$ cat config.mk
export PLATFORM = sky130hd
export DESIGN_NAME = aimd_probe_thread_window_control_top_flat
export DESIGN_NICKNAME = d
export VERILOG_FILES = /design/src/aptw_pkg.sv /design/src/aptw_if.sv /design/src/aptw_div.sv /design/src/aptw_ctrl.sv /design/src/aptw_dp.sv /design/src/aimd_probe_thread_window_control_top.sv /design/src/flat_wrapper.sv
export SDC_FILE = /design/constraint.sdc
export NUM_CORES = 1
export LEC_CHECK = 0
export BUFFER_PORTS_ARGS = -buffer_cell sky130_fd_sc_hd__buf_2
export CAP_MARGIN = 25
export CORE_MARGIN = 5
export CORE_UTILIZATION = 61
export CTS_CLUSTER_DIAMETER = 120
export DETAILED_ROUTE_END_ITERATION = 16
export PLACE_DENSITY = 0.9
export SYNTH_ARGS = -nofsm -noshare
export SYNTH_HDL_FRONTEND = slang
export SYNTH_HIERARCHICAL = 1
export SYNTH_SLANG_ARGS = --single-unit
$ cat constraint.sdc
create_clock -name clk -period 7.2 [get_ports clk]
set_input_delay 0.36 -clock clk [delete_from_list [all_inputs] [get_ports clk]]
set_output_delay 0.36 -clock clk [all_outputs]
set_load 0.01 [all_outputs]
$ cat src/aptw_pkg.sv
package aptw_pkg;

    localparam int MAX_THREADS = 64;
    localparam int MAX_RESULTS = 32;

    localparam int RATE_W    = 32;
    localparam int THREAD_W  = 7;
    localparam int FIRST_W   = 6;
    localparam int DIVISOR_W = 8;
    localparam int LIMIT_W   = 8;
    localparam int COUNT_W   = 16;
    localparam int WAKE_W    = 6;
    localparam int LEFT_W    = $clog2(MAX_RESULTS + 1);

    // dividend of the shared divider: (window + 1) * 16 fits 12 bits
    localparam int DIV_W     = 12;
    localparam int STEP_W    = $clog2(DIV_W);

    localparam int CFG_INDEX_W = 2;
    localparam int CFG_DATA_W  = 8;

    typedef enum logic [CFG_INDEX_W-1:0] {
        REG_THREAD_COUNT     = 2'd0,
        REG_WINDOW_FIRST     = 2'd1,
        REG_DECREASE_DIVISOR = 2'd2,
        REG_DROP_LIMIT       = 2'd3
    } cfg_reg_t;

    localparam logic [THREAD_W-1:0]  THREAD_COUNT_RST = 7'd64;
    localparam logic [FIRST_W-1:0]   WINDOW_FIRST_RST = 6'd0;
    localparam logic [DIVISOR_W-1:0] DIVISOR_RST      = 8'd32;
    localparam logic [LIMIT_W-1:0]   DROP_LIMIT_RST   = 8'd1;

    typedef struct packed {
        logic load_rate;
        logic evaluate;
        logic finish_div;
        logic advance;
    } aptw_cmd_t;

    typedef struct packed {
        logic need_div;
        logic div_busy;
        logic last_result;
    } aptw_status_t;

endpackage

$ cat src/aptw_if.sv
interface aptw_sample_if import aptw_pkg::*; ();
    logic              valid;
    logic              ready;
    logic [RATE_W-1:0] rate;

    modport source (output valid, output rate, input ready);
    modport sink   (input valid, input rate, output ready);
endinterface

interface aptw_result_if import aptw_pkg::*; ();
    logic                valid;
    logic                ready;
    logic                wake_valid;
    logic [WAKE_W-1:0]   wake_thread;
    logic [THREAD_W-1:0] window_now;
    logic [COUNT_W-1:0]  decrease_events;
    logic [COUNT_W-1:0]  avoided_decreases;
    logic                last;

    modport source (output valid, output wake_valid, output wake_thread, output window_now,
                    output decrease_events, output avoided_decreases, output last,
                    input ready);
    modport sink   (input valid, input wake_valid, input wake_thread, input window_now,
                    input decrease_events, input avoided_decreases, input last,
                    output ready);
endinterface

$ cat src/aptw_div.sv
module aptw_div import aptw_pkg::*;
(
    input  logic                 clk,
    input  logic                 rst_n,
    input  logic                 start,
    input  logic [DIV_W-1:0]     dividend,
    input  logic [DIVISOR_W-1:0] divisor,
    output logic                 busy,
    output logic [DIV_W-1:0]     quotient,
    output logic [DIVISOR_W-1:0] remainder
);

    logic [DIV_W-1:0]     quo_reg;
    logic [DIVISOR_W-1:0] rem_reg;
    logic [DIVISOR_W-1:0] div_reg;
    logic [STEP_W-1:0]    step_reg;
    logic                 busy_reg;

    logic [DIVISOR_W:0]   trial;
    logic [DIVISOR_W:0]   diff;
    logic                 fits;

    // one restoring step per cycle, MSB first; a zero divisor yields all ones
    assign trial = {rem_reg, quo_reg[DIV_W-1]};
    assign fits  = trial >= {1'b0, div_reg};
    assign diff  = trial - {1'b0, div_reg};

    always_ff @(posedge clk or negedge rst_n) begin
        if (!rst_n) begin
            busy_reg <= 1'b0;
            step_reg <= '0;
        end
        else if (start) begin
            busy_reg <= 1'b1;
            step_reg <= STEP_W'(DIV_W - 1);
        end
        else if (busy_reg) begin
            if (step_reg == '0) begin
                busy_reg <= 1'b0;
            end
            else begin
                step_reg <= step_reg - 1'b1;
            end
        end
    end

    always_ff @(posedge clk) begin
        if (start) begin
            quo_reg <= dividend;
            rem_reg <= '0;
            div_reg <= divisor;
        end
        else if (busy_reg) begin
            quo_reg <= {quo_reg[DIV_W-2:0], fits};
            rem_reg <= fits ? diff[DIVISOR_W-1:0] : trial[DIVISOR_W-1:0];
        end
    end

    assign busy      = busy_reg;
    assign quotient  = quo_reg;
    assign remainder = rem_reg;

    a_no_restart: assert property (@(posedge clk) disable iff (!rst_n)
        start |-> !busy_reg)
        else $error("divider started while busy");

endmodule

$ cat src/aptw_ctrl.sv
module aptw_ctrl import aptw_pkg::*;
(
    input  logic         clk,
    input  logic         rst_n,
    input  logic         in_valid,
    output logic         in_ready,
    output logic         out_valid,
    input  logic         out_ready,
    input  aptw_status_t status,
    output aptw_cmd_t    cmd
);

    typedef enum logic [1:0] {
        ST_IDLE,
        ST_EVAL,
        ST_DIV,
        ST_EMIT
    } state_t;

    state_t state_reg;
    logic   in_ready_reg;
    logic   out_valid_reg;

    always_ff @(posedge clk or negedge rst_n) begin
        if (!rst_n) begin
            state_reg     <= ST_IDLE;
            in_ready_reg  <= 1'b1;
            out_valid_reg <= 1'b0;
        end
        else begin
            case (state_reg)
                ST_IDLE: begin
                    if (in_valid && in_ready_reg) begin
                        state_reg    <= ST_EVAL;
                        in_ready_reg <= 1'b0;
                    end
                end
                ST_EVAL: begin
                    if (status.need_div) begin
                        state_reg <= ST_DIV;
                    end
                    else begin
                        state_reg     <= ST_EMIT;
                        out_valid_reg <= 1'b1;
                    end
                end
                ST_DIV: begin
                    if (!status.div_busy) begin
                        state_reg     <= ST_EMIT;
                        out_valid_reg <= 1'b1;
                    end
                end
                ST_EMIT: begin
                    if (out_ready && status.last_result) begin
                        state_reg     <= ST_IDLE;
                        out_valid_reg <= 1'b0;
                        in_ready_reg  <= 1'b1;
                    end
                end
                default: begin
                    state_reg     <= ST_IDLE;
                    out_valid_reg <= 1'b0;
                    in_ready_reg  <= 1'b1;
                end
            endcase
        end
    end

    always_comb begin
        cmd.load_rate  = (state_reg == ST_IDLE) && in_valid && in_ready_reg;
        cmd.evaluate   = (state_reg == ST_EVAL);
        cmd.finish_div = (state_reg == ST_DIV) && !status.div_busy;
        cmd.advance    = (state_reg == ST_EMIT) && out_ready;
    end

    assign in_ready  = in_ready_reg;
    assign out_valid = out_valid_reg;

    a_one_side: assert property (@(posedge clk) disable iff (!rst_n)
        !(in_ready_reg && out_valid_reg))
        else $error("input taken while a result is pending");

endmodule

$ cat src/aptw_dp.sv
module aptw_dp import aptw_pkg::*;
(
    input  logic                   clk,
    input  logic                   rst_n,
    input  logic                   wr_en,
    input  logic [CFG_INDEX_W-1:0] wr_index,
    input  logic [CFG_DATA_W-1:0]  wr_data,
    input  logic [RATE_W-1:0]      rate,
    input  aptw_cmd_t              cmd,
    output aptw_status_t           status,
    output logic                   wake_valid,
    output logic [WAKE_W-1:0]      wake_thread,
    output logic [THREAD_W-1:0]    window_now,
    output logic [COUNT_W-1:0]     decrease_events,
    output logic [COUNT_W-1:0]     avoided_decreases,
    output logic                   last
);

    logic [THREAD_W-1:0]  thread_count_reg;
    logic [FIRST_W-1:0]   window_first_reg;
    logic [DIVISOR_W-1:0] divisor_reg;
    logic [LIMIT_W-1:0]   drop_limit_reg;

    logic [THREAD_W-1:0]  window_reg;
    logic                 slow_start_reg;
    logic [RATE_W-1:0]    previous_rate_reg;
    logic [RATE_W-1:0]    older_rate_reg;
    logic                 probe_pending_reg;
    logic [LIMIT_W-1:0]   drop_count_reg;
    logic [COUNT_W-1:0]   decrease_total_reg;
    logic [COUNT_W-1:0]   avoided_total_reg;

    logic [RATE_W-1:0]    rate_reg;
    logic                 wake_mode_reg;
    logic                 cut_mode_reg;
    logic [THREAD_W-1:0]  wake_idx_reg;
    logic [LEFT_W-1:0]    wake_left_reg;

    logic [THREAD_W-1:0]  n_eff;
    logic                 grow;
    logic [THREAD_W:0]    target_raw;
    logic [THREAD_W-1:0]  target;
    logic                 adds;
    logic [THREAD_W-1:0]  added;
    logic [LEFT_W-1:0]    wake_cnt;
    logic                 probe;
    logic [LIMIT_W-1:0]   limit;
    logic [LIMIT_W-1:0]   drop_inc;
    logic                 fire;
    logic                 need_div;
    logic                 div_start;
    logic [DIV_W-1:0]     dividend;
    logic [DIVISOR_W-1:0] divisor;
    logic                 div_busy;
    logic [DIV_W-1:0]     quotient;
    logic [DIVISOR_W-1:0] remainder;
    logic [THREAD_W-1:0]  lower;
    logic [THREAD_W-1:0]  cut_pre;
    logic [THREAD_W-1:0]  cut;
    logic [THREAD_W-1:0]  idx_inc;
    logic [THREAD_W:0]    start_sum;
    logic [THREAD_W:0]    window_inc;

    always_comb begin
        if (thread_count_reg == '0) begin
            n_eff = THREAD_W'(1);
        end
        else if (thread_count_reg > THREAD_W'(MAX_THREADS)) begin
            n_eff = THREAD_W'(MAX_THREADS);
        end
        else begin
            n_eff = thread_count_reg;
        end
    end

    always_comb begin
        grow       = (window_reg == THREAD_W'(1)) || (rate_reg > previous_rate_reg);
        target_raw = slow_start_reg ? {window_reg, 1'b0} : ({1'b0, window_reg} + 1'b1);
        target     = (target_raw > {1'b0, n_eff}) ? n_eff : target_raw[THREAD_W-1:0];
        adds       = window_reg < target;
        added      = target - window_reg;
        wake_cnt   = (added > THREAD_W'(MAX_RESULTS)) ? LEFT_W'(MAX_RESULTS)
                                                      : added[LEFT_W-1:0];
        probe      = !grow && !probe_pending_reg && !slow_start_reg;
        limit      = (drop_limit_reg == '0) ? LIMIT_W'(1) : drop_limit_reg;
        drop_inc   = (drop_count_reg != '1) ? drop_count_reg + 1'b1 : drop_count_reg;
        fire       = drop_inc >= limit;
        need_div   = grow ? adds : (!probe && fire);
        div_start  = cmd.evaluate && need_div;
    end

    // growth: first wake index is (first + old window) mod N
    // decrease: quotient of (window + 1) * 16 over the Q4.4 divisor
    always_comb begin
        start_sum  = {2'b00, window_first_reg} + {1'b0, window_reg};
        window_inc = {1'b0, window_reg} + 1'b1;
        if (grow) begin
            dividend = {{(DIV_W - THREAD_W - 1){1'b0}}, start_sum};
            divisor  = {{(DIVISOR_W - THREAD_W){1'b0}}, n_eff};
        end
        else begin
            dividend = {window_inc, 4'b0000};
            divisor  = divisor_reg;
        end
    end

    aptw_div u_div (
        .clk       (clk),
        .rst_n     (rst_n),
        .start     (div_start),
        .dividend  (dividend),
        .divisor   (divisor),
        .busy      (div_busy),
        .quotient  (quotient),
        .remainder (remainder)
    );

    always_comb begin
        lower   = window_reg - 1'b1;
        cut_pre = (quotient > {{(DIV_W - THREAD_W){1'b0}}, lower}) ? lower
                                                                  : quotient[THREAD_W-1:0];
        cut     = (cut_pre == '0) ? THREAD_W'(1) : cut_pre;
        idx_inc = wake_idx_reg + 1'b1;
    end

    always_ff @(posedge clk or negedge rst_n) begin
        if (!rst_n) begin
            thread_count_reg <= THREAD_COUNT_RST;
            window_first_reg <= WINDOW_FIRST_RST;
            divisor_reg      <= DIVISOR_RST;
            drop_limit_reg   <= DROP_LIMIT_RST;
        end
        else if (wr_en) begin
            case (cfg_reg_t'(wr_index))
                REG_THREAD_COUNT:     thread_count_reg <= wr_data[THREAD_W-1:0];
                REG_WINDOW_FIRST:     window_first_reg <= wr_data[FIRST_W-1:0];
                REG_DECREASE_DIVISOR: divisor_reg      <= wr_data[DIVISOR_W-1:0];
                REG_DROP_LIMIT:       drop_limit_reg   <= wr_data[LIMIT_W-1:0];
                default: ;
            endcase
        end
    end

    always_ff @(posedge clk or negedge rst_n) begin
        if (!rst_n) begin
            window_reg         <= THREAD_W'(1);
            slow_start_reg     <= 1'b1;
            previous_rate_reg  <= '0;
            older_rate_reg     <= '0;
            probe_pending_reg  <= 1'b0;
            drop_count_reg     <= '0;
            decrease_total_reg <= '0;
            avoided_total_reg  <= '0;
            wake_mode_reg      <= 1'b0;
            cut_mode_reg       <= 1'b0;
            wake_left_reg      <= '0;
        end
        else if (cmd.evaluate) begin
            cut_mode_reg  <= 1'b0;
            wake_mode_reg <= 1'b0;
            if (grow) begin
                if (probe_pending_reg) begin
                    avoided_total_reg <= (avoided_total_reg != '1) ? avoided_total_reg + 1'b1
                                                                   : avoided_total_reg;
                    probe_pending_reg <= 1'b0;
                end
                drop_count_reg <= '0;
                if (adds) begin
                    older_rate_reg    <= previous_rate_reg;
                    previous_rate_reg <= rate_reg;
                    window_reg        <= target;
                    wake_left_reg     <= wake_cnt;
                    wake_mode_reg     <= 1'b1;
                end
            end
            else if (probe) begin
                window_reg        <= window_reg - 1'b1;
                previous_rate_reg <= older_rate_reg;
                probe_pending_reg <= 1'b1;
            end
            else if (fire) begin
                cut_mode_reg <= 1'b1;
            end
            else begin
                drop_count_reg <= drop_inc;
            end
        end
        else if (cmd.finish_div) begin
            if (cut_mode_reg) begin
                window_reg         <= cut;
                previous_rate_reg  <= '0;
                older_rate_reg     <= '0;
                probe_pending_reg  <= 1'b0;
                drop_count_reg     <= '0;
                decrease_total_reg <= (decrease_total_reg != '1) ? decrease_total_reg + 1'b1
                                                                 : decrease_total_reg;
                slow_start_reg     <= 1'b0;
            end
        end
        else if (cmd.advance && wake_mode_reg && !status.last_result) begin
            wake_left_reg <= wake_left_reg - 1'b1;
        end
    end

    always_ff @(posedge clk) begin
        if (cmd.load_rate) begin
            rate_reg <= rate;
        end
        if (cmd.finish_div && !cut_mode_reg) begin
            wake_idx_reg <= remainder[THREAD_W-1:0];
        end
        else if (cmd.advance && wake_mode_reg && !status.last_result) begin
            wake_idx_reg <= (idx_inc == n_eff) ? '0 : idx_inc;
        end
    end

    always_comb begin
        status.need_div    = need_div;
        status.div_busy    = div_busy;
        status.last_result = !wake_mode_reg || (wake_left_reg == LEFT_W'(1));
    end

    assign wake_valid        = wake_mode_reg;
    assign wake_thread       = wake_mode_reg ? wake_idx_reg[WAKE_W-1:0] : '0;
    assign window_now        = window_reg;
    assign decrease_events   = decrease_total_reg;
    assign avoided_decreases = avoided_total_reg;
    assign last              = status.last_result;

    a_window_nonzero: assert property (@(posedge clk) disable iff (!rst_n)
        window_reg != '0)
        else $error("window size reached zero");

    a_cut_shrinks: assert property (@(posedge clk) disable iff (!rst_n)
        (cmd.finish_div && cut_mode_reg) |=> window_reg < $past(window_reg))
        else $error("multiplicative decrease did not shrink the window");

    a_wake_left_bounded: assert property (@(posedge clk) disable iff (!rst_n)
        wake_left_reg <= LEFT_W'(MAX_RESULTS))
        else $error("pending wake count above result limit");

endmodule

$ cat src/aimd_probe_thread_window_control_top.sv
// Channel   Dir  Payload                                                Accepted when
// sample    in   rate (Q24.8)                                           valid & ready
// result    out  wake_valid/thread, window_now, both counters, last     valid & ready
// config    in   wr_index, wr_data                                      wr_en
//
// One request is handled at a time; sample.ready stays low until its last result leaves.
// Without a divide the request passes the evaluate state to its single result. Growth
// with wakes and a multiplicative decrease run the shared 12-step restoring divider
// before the first result; later results follow one per cycle while result.ready is
// high. Stalls on result.ready hold the current result and delay the next request.
// Reset clears all control and window state.
module aimd_probe_thread_window_control_top import aptw_pkg::*;
(
    input  logic                   clk,
    input  logic                   rst_n,
    aptw_sample_if.sink            sample,
    aptw_result_if.source          result,
    input  logic                   wr_en,
    input  logic [CFG_INDEX_W-1:0] wr_index,
    input  logic [CFG_DATA_W-1:0]  wr_data
);

    aptw_cmd_t    cmd;
    aptw_status_t status;

    // Sequencer: idle, evaluate the rate, wait on the divider, emit results.
    aptw_ctrl u_ctrl (
        .clk       (clk),
        .rst_n     (rst_n),
        .in_valid  (sample.valid),
        .in_ready  (sample.ready),
        .out_valid (result.valid),
        .out_ready (result.ready),
        .status    (status),
        .cmd       (cmd)
    );

    // Window state, config registers, divider and the result payload. The
    // payload comes straight from registers, so it holds while stalled.
    aptw_dp u_dp (
        .clk               (clk),
        .rst_n             (rst_n),
        .wr_en             (wr_en),
        .wr_index          (wr_index),
        .wr_data           (wr_data),
        .rate              (sample.rate),
        .cmd               (cmd),
        .status            (status),
        .wake_valid        (result.wake_valid),
        .wake_thread       (result.wake_thread),
        .window_now        (result.window_now),
        .decrease_events   (result.decrease_events),
        .avoided_decreases (result.avoided_decreases),
        .last              (result.last)
    );

endmodule

$ cat src/flat_wrapper.sv
// flat-port wrapper written by rule: the top's interface ports become plain ports
module aimd_probe_thread_window_control_top_flat import aptw_pkg::*;
  (clk, rst_n, wr_en, wr_index, wr_data, sample_valid, sample_rate, sample_ready, result_valid, result_wake_valid, result_wake_thread, result_window_now, result_decrease_events, result_avoided_decreases, result_last, result_ready);
  aptw_sample_if sample_i ();
  aptw_result_if result_i ();
  input  logic clk;
  input  logic rst_n;
  input  logic wr_en;
  input  logic [CFG_INDEX_W-1:0] wr_index;
  input  logic [CFG_DATA_W-1:0] wr_data;
  input wire logic [$bits(sample_i.valid)-1:0] sample_valid;
  input wire logic [$bits(sample_i.rate)-1:0] sample_rate;
  output wire logic [$bits(sample_i.ready)-1:0] sample_ready;
  output wire logic [$bits(result_i.valid)-1:0] result_valid;
  output wire logic [$bits(result_i.wake_valid)-1:0] result_wake_valid;
  output wire logic [$bits(result_i.wake_thread)-1:0] result_wake_thread;
  output wire logic [$bits(result_i.window_now)-1:0] result_window_now;
  output wire logic [$bits(result_i.decrease_events)-1:0] result_decrease_events;
  output wire logic [$bits(result_i.avoided_decreases)-1:0] result_avoided_decreases;
  output wire logic [$bits(result_i.last)-1:0] result_last;
  input wire logic [$bits(result_i.ready)-1:0] result_ready;
  assign sample_i.valid = sample_valid;
  assign sample_i.rate = sample_rate;
  assign sample_ready = sample_i.ready;
  assign result_valid = result_i.valid;
  assign result_wake_valid = result_i.wake_valid;
  assign result_wake_thread = result_i.wake_thread;
  assign result_window_now = result_i.window_now;
  assign result_decrease_events = result_i.decrease_events;
  assign result_avoided_decreases = result_i.avoided_decreases;
  assign result_last = result_i.last;
  assign result_i.ready = result_ready;
  aimd_probe_thread_window_control_top u_core (.clk(clk), .rst_n(rst_n), .sample(sample_i), .result(result_i), .wr_en(wr_en), .wr_index(wr_index), .wr_data(wr_data));
endmodule
* Word-level counts from Yosys, hierarchy flattened
Index checks and enable logic that the tools add are counted.
Widths: inputs -> output; s select.
** Word-level totals
- Register bits :: 226
- Latch bits :: 0
- Bits in writable memories :: 0
- Memory bits (read-only) :: 0
- Input bits :: 47
- Output and inout bits :: 49
- Logic and storage cells :: 195
- Memories kept :: 0
** Operators by class
- $add $sub $neg :: 11
- $mul :: 0
- Divide/modulo/power cells :: 0
- Magnitude comparators :: 8
- Eq/ne operators :: 24
- Shift operators :: 0
- Mux-type cells :: 73
- Bitwise operators :: 1
- Reduce and logical (&&, ||, !) cells :: 52
** Operators by type and width (number)
- $mux 32 :: 9
- $mux 7 :: 15
- $mux 8 :: 10
- $mux 6 :: 7
- $mux 12 :: 3
- $add 16x1->16 const B :: 2
- $gt 32x32->1 :: 1
- $ne 16x16->1 const B :: 2
- $reduce_and 4->1 :: 7
- $mux 1 :: 20
- $logic_not 7->1 :: 2
- $logic_and 1x1->1 :: 13
- $gt 12x7->1 :: 1
- $mux 4 :: 3
- $reduce_and 3->1 :: 4
- $reduce_bool 2->1 :: 6
- $ne 2x2->1 const B :: 5
- $reduce_and 2->1 :: 5
- $ge 9x8->1 :: 1
- $add 6x7->8 :: 1
- $add 7x1->8 const B :: 1
- $add 8x1->8 const B :: 1
- $eq 2x2->1 const B :: 4
- $ge 8x8->1 :: 1
- other kinds (30) :: 45

* Depth between registers and ports, before layout
- Depth in word-level cells :: 11
- Gate-level depth with buffers :: 25
- Gate-level depth less buffers :: 25

* Cells and area by module
Netlist, hierarchy kept.
** By module, submodules not included
- aptw_dp :: times used 1, cells an instance 1075, area each 10990.5 um2, seq. area each 4931.0 um2
- aptw_div :: times used 1, cells an instance 151, area each 1754.2 um2, seq. area each 885.8 um2
- aptw_ctrl :: times used 1, cells an instance 27, area each 287.8 um2, seq. area each 101.3 um2

* Worst setup path after synthesis
No wires, ideal clock.
- Kind :: register to register
- Start :: reg u_core.u_dp.window_reg[0], in the netlist u_core/u_dp/window_now[0]
- End :: reg u_core.u_dp.u_div.quo_reg[0], in the netlist u_core/u_dp/u_div/quotient[0], data pin
- Library setup time :: 0.260 ns
- Arrival :: 5.359 ns
- Data required time :: 6.940 ns
- Path slack :: 1.582 ns
- Cell stages (with the launch flop) :: 23
- Buffers on the path :: 2
- Clock period less this slack :: 5.618 ns
- Cell sequence :: dfstp_2 clkbuf_1 and4_1 nand2_1 a221o_1 ha_1 nand3_1 nor3_1 o22ai_1 a21oi_1 mux2i_1 inv_1 ha_1 nor2b_1 o21a_1 o21a_1 o31ai_1 a21oi_1 nand2_1 o21ai_0 and2_1 buf_1 mux2_2
** Between the ends
- Longest elaborated chain between the ends :: 10
- Elaborated cells between the ends (all ways) :: 17
- Classes of those cells :: add/sub (2); order compare (2); eq/ne (1); mux (5); reduce/logical (7)
** Ends and longest elaborated chain
- start, declared :: RTL line aptw_dp.sv:24 : logic [THREAD_W-1:0] window_reg;
- start signal, assigned :: RTL line aptw_dp.sv:171 : window_reg <= target;
- start signal, assigned :: RTL line aptw_dp.sv:177 : window_reg <= window_reg - 1'b1;
- start signal, assigned :: RTL line aptw_dp.sv:190 : window_reg <= cut;
- parallel branches: the longest is 7 deep, another holds $add 7x1->8
- $mux 1 * :: RTL line aptw_dp.sv:88 : need_div = grow ? adds : (!probe && fire);
- named net u_core.u_dp.need_div :: RTL line aptw_dp.sv:50 : logic need_div;
- $logic_and 1x1->1 * :: RTL line aptw_dp.sv:89 : div_start = cmd.evaluate && need_div;
- named net u_core.u_dp.div_start :: RTL line aptw_dp.sv:51 : logic div_start;
- $mux 12 * :: RTL line aptw_div.sv:48 : if (start) begin
- end signal, assigned :: RTL line aptw_div.sv:49 : quo_reg <= dividend;
- end signal, assigned :: RTL line aptw_div.sv:54 : quo_reg <= {quo_reg[DIV_W-2:0], fits};
- end, declared :: RTL line aptw_div.sv:13 : logic [DIV_W-1:0] quo_reg;
Mark *: on every way through the listed nets, which the timed path passes.
A chain may end at the register's enable or synchronous reset.

==> reports/summary.log <==
[place] hpwl dp 20900 microns
[place] final estimated routing congestion in global placement 0.961
[logic_synthesis] post-synth top area share 0.294
[logic_synthesis] top cell type by total area after synthesis sky130_fd_sc_hd__dfrtp_1
[clocking] master cell of the clock root buffer sky130_fd_sc_hd__clkbuf_16
[pwr] maximum VDD drop 291 uV
[logic_synthesis] Syn Nets 1394
[setup_path] Worst Path Arrival 6630 ps
[sta] final count of hold timing violations 0
[route] DR WL/cell 19.8 microns
[route] wire length after detailed routing 32800 microns
[pwr] power after layout 7.02 mW
[setup_path] crit path launch type register
[grt] global-route total usage across every layer 0.267
[min_path] class of the most critical hold timing path in -> reg
[outcome] run status finished clean
[pwr] clock network fraction of design power 0.200
[place] post-placement cell area 13700 sq um
[logic_synthesis] leading register cell type out of synthesis sky130_fd_sc_hd__dfrtp_1
[pwr] leakage power figure 6.81 nW
[layout] area occupied by multi-input gates 6510 sq um
[logic_synthesis] average instance area after synthesis 10.4 sq um
[floorplanning] height of the chip 156 microns
[route] initial drt markers 985
[logic_synthesis] number of standard cells after synthesis 1253
[setup_path] data required time at the worst endpoint 7390 ps
[setup_path] buffers plus inverters on the worst setup path 4
[place] Post-Place Worst Slack 952 ps
[sta] aggregate negative setup slack 0 ps
[pwr] net switching power of the design 2.97 mW
[layout] fraction of layout cells with a size suffix above 1 0.174
[logic_synthesis] top cells by area, synth sky130_fd_sc_hd__dfrtp_1 29%, sky130_fd_sc_hd__edfxtp_1 14%, sky130_fd_sc_hd__ha_1 8.7%
[pwr] internal portion of total power 4.04 mW
[setup_path] setup slack of the worst register-to-register path 750 ps
[floorplanning] site row count 53
[layout] Seq. cell area 5920 sq um
[grt] overall overflow remaining after global route 0
[clocking] cts-stage hold buffer count 27
[floorplanning] Die Width 156 microns
[setup_path] Crit. End Element register
[clocking] worst-skew pair later-pin latency 540 ps
[grt] vias in the first global route 10500
[route] total via count after detailed routing 10300
[logic_synthesis] count of cell types in the netlist 90
[floorplanning] Die Footprint 24400 sq um
[route] DRC violation count after routing 0
[logic_synthesis] share of synthesized flip-flops with an asynchronous set or reset 0.704
[clocking] maximum buffer depth of the clock tree 3
[layout] area delta synth->final 14.5%
[setup_path] Worst path top cell family by delay simple AND/OR/NAND/NOR gates
[logic_synthesis] Synth warnings 6
[logic_synthesis] sequential area share after synthesis 0.454
[route] number of routed nets with antenna violations 0
[sta] hold_ws 17.7 ps
[grt] pin count of the biggest net entering global routing 82
[pwr] sequential fraction of design power 0.305
[sta] maximum clock frequency 155 MHz
[layout] filler instances 1372
[layout] post-layout util 0.710
[pwr] switching portion of total power 0.424
[clocking] Resized Gates After CTS 0
[sta] RSZ-0062 raised after global routing false
[clocking] depth of the CTS H-tree 1
[logic_synthesis] leading cell type by number of instances after synthesis sky130_fd_sc_hd__dfrtp_1
[sta] Final period util 0.895
[sta] final count of pins violating max slew 0
[route] Initial DRT Pass Iterations 6
[pwr] power density over the cells 470 nW/um^2
[clocking] TritonCTS clock tree built
[grt] first-pass GRT wire length 53400 microns
[setup_path] Setup CP Type reg -> reg
[sta] transition time of the tightest slew-check pin 1060 ps
[setup_path] most frequent cell on the critical path sky130_fd_sc_hd__ha_1
[logic_synthesis] Syn Std Cell Area 13000 sq um
[floorplanning] Starting Density 0.620
[setup_path] crit path max-delay cell type sky130_fd_sc_hd__dfstp_2
[clocking] postcts setup bufs 0
[clocking] clk slew on worst S/H paths 70 ps
[floorplanning] num ports 96
[sta] Final Skew 23.1 ps
[job] MaxCap Viol Count 0
[layout] filler-free cell count of the finished design 1653
[floorplanning] total core area 21000 sq um
[logic_synthesis] number of flops mapped to enable cells by yosys 59
[setup_path] maximum fanout along the worst path 30
[sta] final worst setup slack 753 ps
[sta] relative slew slack 0.285
[grt] antenna violations before repair 1
[logic_synthesis] ranking of synthesized cells by instance count 153 x sky130_fd_sc_hd__dfrtp_1, 102 x sky130_fd_sc_hd__nand3_1, 94 x sky130_fd_sc_hd__inv_1
[place] total instance count after detailed placement 1577
[logic_synthesis] #FFs+latches synth 226
[pwr] Logic pwr share 0.495
[clocking] number of buffers inserted during clock tree synthesis 25
[route] vias per std cell 6.23
[sta] final count of negative-setup-slack endpoints 0
[clocking] TritonCTS Sinks 226
[layout] fin nets 1499
[setup_path] longest individual stage delay on the worst path 690 ps
[sta] time the worst path needs with I/O delays and setup 6450 ps
[place] Buffers on Ports 95
[layout] Finished Cell Area 14900 sq um
==> layer usage <==
layer	vias up	track usage	share of wire
li1	4731	-	-
met1	5000	0.349	0.40
met2	488	0.458	0.49
met3	86	0.0386	0.076
met4	0	0.0942	0.034
met5	-	0	0
==> power by group through the flow <==
stage,clock network [mW],registers [mW],logic [mW]
finish,1.41,2.14,3.47
detailed placement,0,2.13,3.32
global placement,0,2.11,3.18
global route,1.48,2.18,3.83
floorplan,0,2.02,2.63
CTS,1.42,2.12,3.37
==> kinds of logic (layout without fill, tap and decap cells) <==
| group | after synthesis | after routing | synth area share |
|---|---|---|---|
| AO/OA/AOI/OAI | 242 | 242 | 0.128 |
| multiplexers | 112 | 112 | 0.0918 |
| flip-flops | 226 | 226 | 0.454 |
| AND/OR/NAND/NOR | 361 | 361 | 0.142 |
| XOR/XNOR | 66 | 66 | 0.0444 |
| other | 0 | 1 | 0 |
| adder cells (fa/ha/maj) | 94 | 94 | 0.0920 |
| buffers and inverters | 152 | 276 | 0.0480 |
==> final timing paths <==
kind | from | to | cells after the start
min reg2reg | u_core/u_dp/avoided_decreases[5] | u_core/u_dp/avoided_decreases[5] | 1
max reg2reg | u_core/u_dp/window_now[0] | u_core/u_dp/u_div/quotient[3] | 25
max in group asynchronous | rst_n | u_core/u_dp/drop_limit_reg[0] | 4
max | u_core/u_dp/window_now[0] | u_core/u_dp/u_div/quotient[3] | 25
min in group asynchronous | rst_n | u_core/u_dp/older_rate_reg[25] | 2
min | sample_rate[2] | u_core/u_dp/rate_reg[2] | 1
==> cells in the final DEF, fill, tap and decap left out, types with 55 or more instances in the layout <==
cell	netlist	routed
sky130_fd_sc_hd__o21ai_0	62	62
sky130_fd_sc_hd__mux2i_1	55	55
sky130_fd_sc_hd__edfxtp_1	59	59
sky130_fd_sc_hd__dfrtp_1	153	153
sky130_fd_sc_hd__nor2_1	62	62
sky130_fd_sc_hd__nand2_1	74	74
sky130_fd_sc_hd__nand3_1	102	101
sky130_fd_sc_hd__inv_1	94	94
sky130_fd_sc_hd__buf_2	11	95
sky130_fd_sc_hd__mux2_2	55	55
sky130_fd_sc_hd__ha_1	91	91
==> area by class of cell <==
| cell class | count | area share |
|---|---|---|
| diodes | 1 | 0.000168 |
| flip-flops and latches | 226 | 0.397 |
| well taps | 275 | 0.0231 |
| multi-input cells | 875 | 0.436 |
| repair buffers | 134 | 0.0576 |
| clock buffers | 33 | 0.0495 |
| clock inverters | 13 | 0.0126 |
| inverters | 96 | 0.0242 |
Note: power is estimated with default switching activity, not from simulation.
